### src/sv/rbs_pkg.sv
// Shared types and constants for the ray versus box slab test core.
// Used by rbs_div and ray_box_slab_intersect_core; depends on nothing.
package rbs_pkg;

  localparam int DATA_W = 32;
  // Quotient bits produced by the divider; anything at or above bit 33 saturates.
  localparam int Q_BITS = 33;
  // Divider stages: one setup stage, one stage per quotient bit, one saturation stage.
  localparam int DIV_LAT = Q_BITS + 2;

  localparam int NUM_REGS = 8;
  localparam int IDX_W = 4;

  typedef logic signed [DATA_W-1:0] fix_t;
  typedef logic [IDX_W-1:0] reg_idx_t;

  localparam fix_t FIX_MAX = fix_t'(32'sh7fff_ffff);
  localparam fix_t FIX_MIN = fix_t'(32'sh8000_0000);

  localparam reg_idx_t REG_ORG_X = 4'd0;
  localparam reg_idx_t REG_ORG_Y = 4'd1;
  localparam reg_idx_t REG_ORG_Z = 4'd2;
  localparam reg_idx_t REG_DIR_X = 4'd3;
  localparam reg_idx_t REG_DIR_Y = 4'd4;
  localparam reg_idx_t REG_DIR_Z = 4'd5;
  localparam reg_idx_t REG_T_MIN = 4'd6;
  localparam reg_idx_t REG_T_MAX = 4'd7;

endpackage

### src/sv/rbs_div.sv
// Pipelined restoring divider for one slab distance, one quotient bit per stage,
// with truncation toward zero and signed 32-bit saturation. Depends on rbs_pkg.
module rbs_div #(
  parameter int NUM_W = 48
) (
  input  logic                       clk,
  input  logic                       en,
  input  logic [NUM_W-1:0]           num,
  input  logic [rbs_pkg::DATA_W-1:0] den,
  input  logic                       neg,
  output rbs_pkg::fix_t              quot
);
  import rbs_pkg::*;

  localparam int HI_W = NUM_W - Q_BITS;

  logic [DATA_W-1:0] rem     [0:Q_BITS];
  logic [Q_BITS-1:0] low     [0:Q_BITS];
  logic [Q_BITS-1:0] qacc    [0:Q_BITS];
  logic              ovf     [0:Q_BITS];
  logic              neg_p   [0:Q_BITS];

  // The high part must be below the divisor for a 33-bit quotient to be exact;
  // otherwise the quotient is at least 2^33 and saturates regardless.
  always_ff @(posedge clk) begin
    if (en) begin
      rem[0]   <= DATA_W'(num[NUM_W-1:Q_BITS]);
      ovf[0]   <= ({{(DATA_W-HI_W){1'b0}}, num[NUM_W-1:Q_BITS]} >= den);
      low[0]   <= num[Q_BITS-1:0];
      qacc[0]  <= '0;
      neg_p[0] <= neg;
    end
  end

  for (genvar k = 0; k < Q_BITS; k++) begin : g_step
    logic [DATA_W:0]   trial;
    logic [DATA_W+1:0] sub;
    logic              ge;

    assign trial = {rem[k], low[k][Q_BITS-1]};
    assign sub   = {1'b0, trial} - {2'b00, den};
    assign ge    = ~sub[DATA_W+1];

    always_ff @(posedge clk) begin
      if (en) begin
        rem[k+1]   <= ge ? sub[DATA_W-1:0] : trial[DATA_W-1:0];
        low[k+1]   <= {low[k][Q_BITS-2:0], 1'b0};
        qacc[k+1]  <= {qacc[k][Q_BITS-2:0], ge};
        ovf[k+1]   <= ovf[k];
        neg_p[k+1] <= neg_p[k];
      end
    end
  end

  logic              big;
  logic [DATA_W-1:0] qlo;

  assign big = ovf[Q_BITS] | qacc[Q_BITS][Q_BITS-1];
  assign qlo = qacc[Q_BITS][DATA_W-1:0];

  always_ff @(posedge clk) begin
    if (en) begin
      if (neg_p[Q_BITS]) begin
        if (big || qlo > DATA_W'(33'h0_8000_0000)) begin
          quot <= FIX_MIN;
        end else begin
          quot <= fix_t'(-qlo);
        end
      end else begin
        if (big || qlo[DATA_W-1]) begin
          quot <= FIX_MAX;
        end else begin
          quot <= fix_t'(qlo);
        end
      end
    end
  end

endmodule

### config.mk
export PLATFORM = sky130hd
export DESIGN_NAME = rbs_div
export DESIGN_NICKNAME = d
export VERILOG_FILES = /design/src/sv/rbs_pkg.sv /design/src/sv/rbs_div.sv
export SDC_FILE = /design/constraint.sdc
export NUM_CORES = 2
export LEC_CHECK = 0
export BUFFER_PORTS_ARGS = -buffer_cell sky130_fd_sc_hd__buf_2
export CAP_MARGIN = 20
export CORE_MARGIN = 1
export CORE_UTILIZATION = 35
export DETAILED_ROUTE_END_ITERATION = 8
export GPL_TIMING_DRIVEN = 1
export HOLD_SLACK_MARGIN = 0.03
export SYNTH_ARGS = -nofsm -noshare
export SYNTH_HDL_FRONTEND = slang
export SYNTH_SLANG_ARGS = --single-unit
### constraint.sdc
create_clock -name clk -period 10.4 [get_ports clk]
set_input_delay 1.56 -clock clk [delete_from_list [all_inputs] [get_ports clk]]
set_output_delay 1.56 -clock clk [all_outputs]
set_load 0.05 [all_outputs]
==> results.txt <==
Outcome: complete, no violations
Startpoint types: input port
Post-DR wirelength/cell: 18.4 um
Slowest cell on crit path: buf_4
Register area share after synthesis: 53.6%
Synthesized instance count: 10800
Worst path arrival time: 6390 ps
Synth top cells by count: edfxtp_1, ha_1, a21oi_1
Cell mode on critical path: o21bai_1
Global-route wire length before repair: 458000 um
Die Span Y: 604 um
Post-Syn Area: 127000 um^2
Area leader, netlist: edfxtp_1
Nets: 12300
Synth warn: 0
GRT Util Overall: 15.8%
Layout cells sized above 1: 8.48%
Hold Violations, Final: 0
Largest net degree at the start of global routing: 168
Reg clk slew, reported paths: 60 ps
Setup ws final: 4640 ps
Num CTS Buffers: 264
Worst-skew pair later-pin latency: 920 ps
Most common cell in the synthesized netlist: edfxtp_1
RSZ-0062 raised after global routing: false
Synth top area cells: edfxtp_1, ha_1, a21oi_1, o21ai_0, xnor2_1
Floorplan row count: 220
Area delta synth->final: 12.1%
CP Capture Type: flop
CP Max Fanout: 28
Buf/Inv on CP: 3
Crit share post-route: 55.4%
LEAKAGE: 54.9 nW
Initial drt markers: 6360
FMAX: 0.174 GHz
Initial antenna violation count: 8
Final wirelength: 296000 um
Clk root buf: clkbuf_16
Ports: 115
Post-CTS sizing: 0
Final cell count without fillers: 16100
Max-Cap Viols: 0
Dpl ws: 3770 ps
Worst Path Required: 11030 ps
Setup TNS Final: 0 ps
Filler cells: 34300
Final RePlAce weighted congestion: 0.876
Syn Area/Cell: 11.7 um^2
Vias in the first global route: 80300
Via Count: 83900
# Post-CTS Setup Buffers: 0
Kind of critical path: in2reg
Slew HR: 19.0%
Initial Util: 35.2%
Yosys top cell area share: 53.6%
Longest Clk Path Bufs: 4
DRC violations left: 0
Post-DRT Antenna Nets: 0
Worst slew pin tran: 1210 ps
CP delay by family, top: compound AO/OA/AOI/OAI gates
Distinct cells, synth: 103
Port bufs: 114
Core Area: 360000 um^2
Minimum clock period: 5760 ps
Yosys reg bits: 2261
Clk sink count: 2261
Fraction of registers with async set/reset: 0%
Fin Clk Skew: 76.5 ps
Max H-tree Level: 5
Post-synth EDFFs: 2261
CTS Hold Bufs: 0
Pwr per Cell Area: 317 nW/um^2
Post-DP HPWL: 202000 um
Drt first pass iters: 5
CP peak stage delay: 660 ps
Hold Crit Class: reg2reg
Placed insts: 15600
TritonCTS clock tree: built
Crit-path cells: buf_2, buf_4, ha_1, inv_1, fa_1, a21o_1, a21oi_1, o21bai_1, a2111oi_0, nor2_1, o311ai_1, a211o_1, o21a_1, o21bai_1, a221oi_1, xnor2_1, mux2_2
Die area: 364000 um^2
Final Util: 39.5%
Final setup fails: 0
Die width: 604 um
Slew Limit Fails: 0
Worst IR Drop VDD: 0.000165 V
Final global-route overflow total: 0
Via-to-Cell Ratio: 5.22
Main synth FF type: edfxtp_1
==> placed cells by master, fill, tap and decap left out, types with 270 or more instances in the layout <==
cell / netlist / final
ha_1: 1055 / 1055
clkbuf_16: 0 / 270
a21oi_1: 962 / 962
edfxtp_1: 2261 / 2261
o21ai_0: 887 / 886
a21o_1: 542 / 542
inv_1: 343 / 312
xor2_1: 341 / 341
xnor2_1: 502 / 502
nor2_1: 596 / 596
nand2_1: 952 / 951
==> cell type report <==
type,count,area [um^2],share of cell area [%]
timing repair buffer,220,1560,1.10
sequential,2261,67900,47.8
tap,4773,5970,4.21
antenna,2,5.00,0.00353
clock inverter,150,1560,1.10
inverter,346,1300,0.917
multi-input combinational,8001,56800,40.0
clock buffer,315,6930,4.88
==> kinds of logic after synthesis <==
kind of cell,count (synthesis),synth area share [%]
AOI/OAI and AO/OA,3269,15.9
and+or+nand+nor,2451,8.94
DFF,2261,53.6
adders and majority gates,1087,10.9
xor gates and xnor gates,843,5.83
buffers and inverters,586,1.79
muxes,343,3.02
other,1,0.00296
==> where the power goes <==
group / switching (W) / total, W / leakage, nW / internal [W]
registers: 0.00164 / 0.0155 / 22.1 / 0.0139
logic: 0.0113 / 0.0201 / 28.7 / 0.00885
clock network: 0.00384 / 0.00924 / 4.14 / 0.00541
==> per-stage QoR <==
step / instance area [um^2] / total power (W) / hold WS, ps
detailed placement: 133000 / 0.0358 / 405
floorplan: 127000 / 0.0308 / 400
global placement: 133000 / 0.0356 / 400
global route: 142000 / 0.0483 / 388
finish: 142000 / 0.0449 / 392
CTS: 142000 / 0.0453 / 380
==> state kept, by name (all words and copies together), names as in the netlist <==
signal	flops
low	561
neg_p	34
ovf	34
qacc	561
quot	32
rem	1039
==> layer usage <==
metal	routed length, um	global-route usage (%)
met1	132000	20.9
met2	142000	27.0
met3	13000	1.96
met4	9810	5.01
met5	0	0
==> worst paths after layout <==
check	start	to	slack, ps	cells past startpoint
setup reg to reg	qacc[33][0]	quot[22]	5730	14
hold reg to reg	low[2][11]	low[3][12]	390	0
hold / removal	low[2][11]	low[3][12]	390	0
setup / recovery	den[0]	rem[20][28]	4640	17
(Power assumes the default switching activity.)
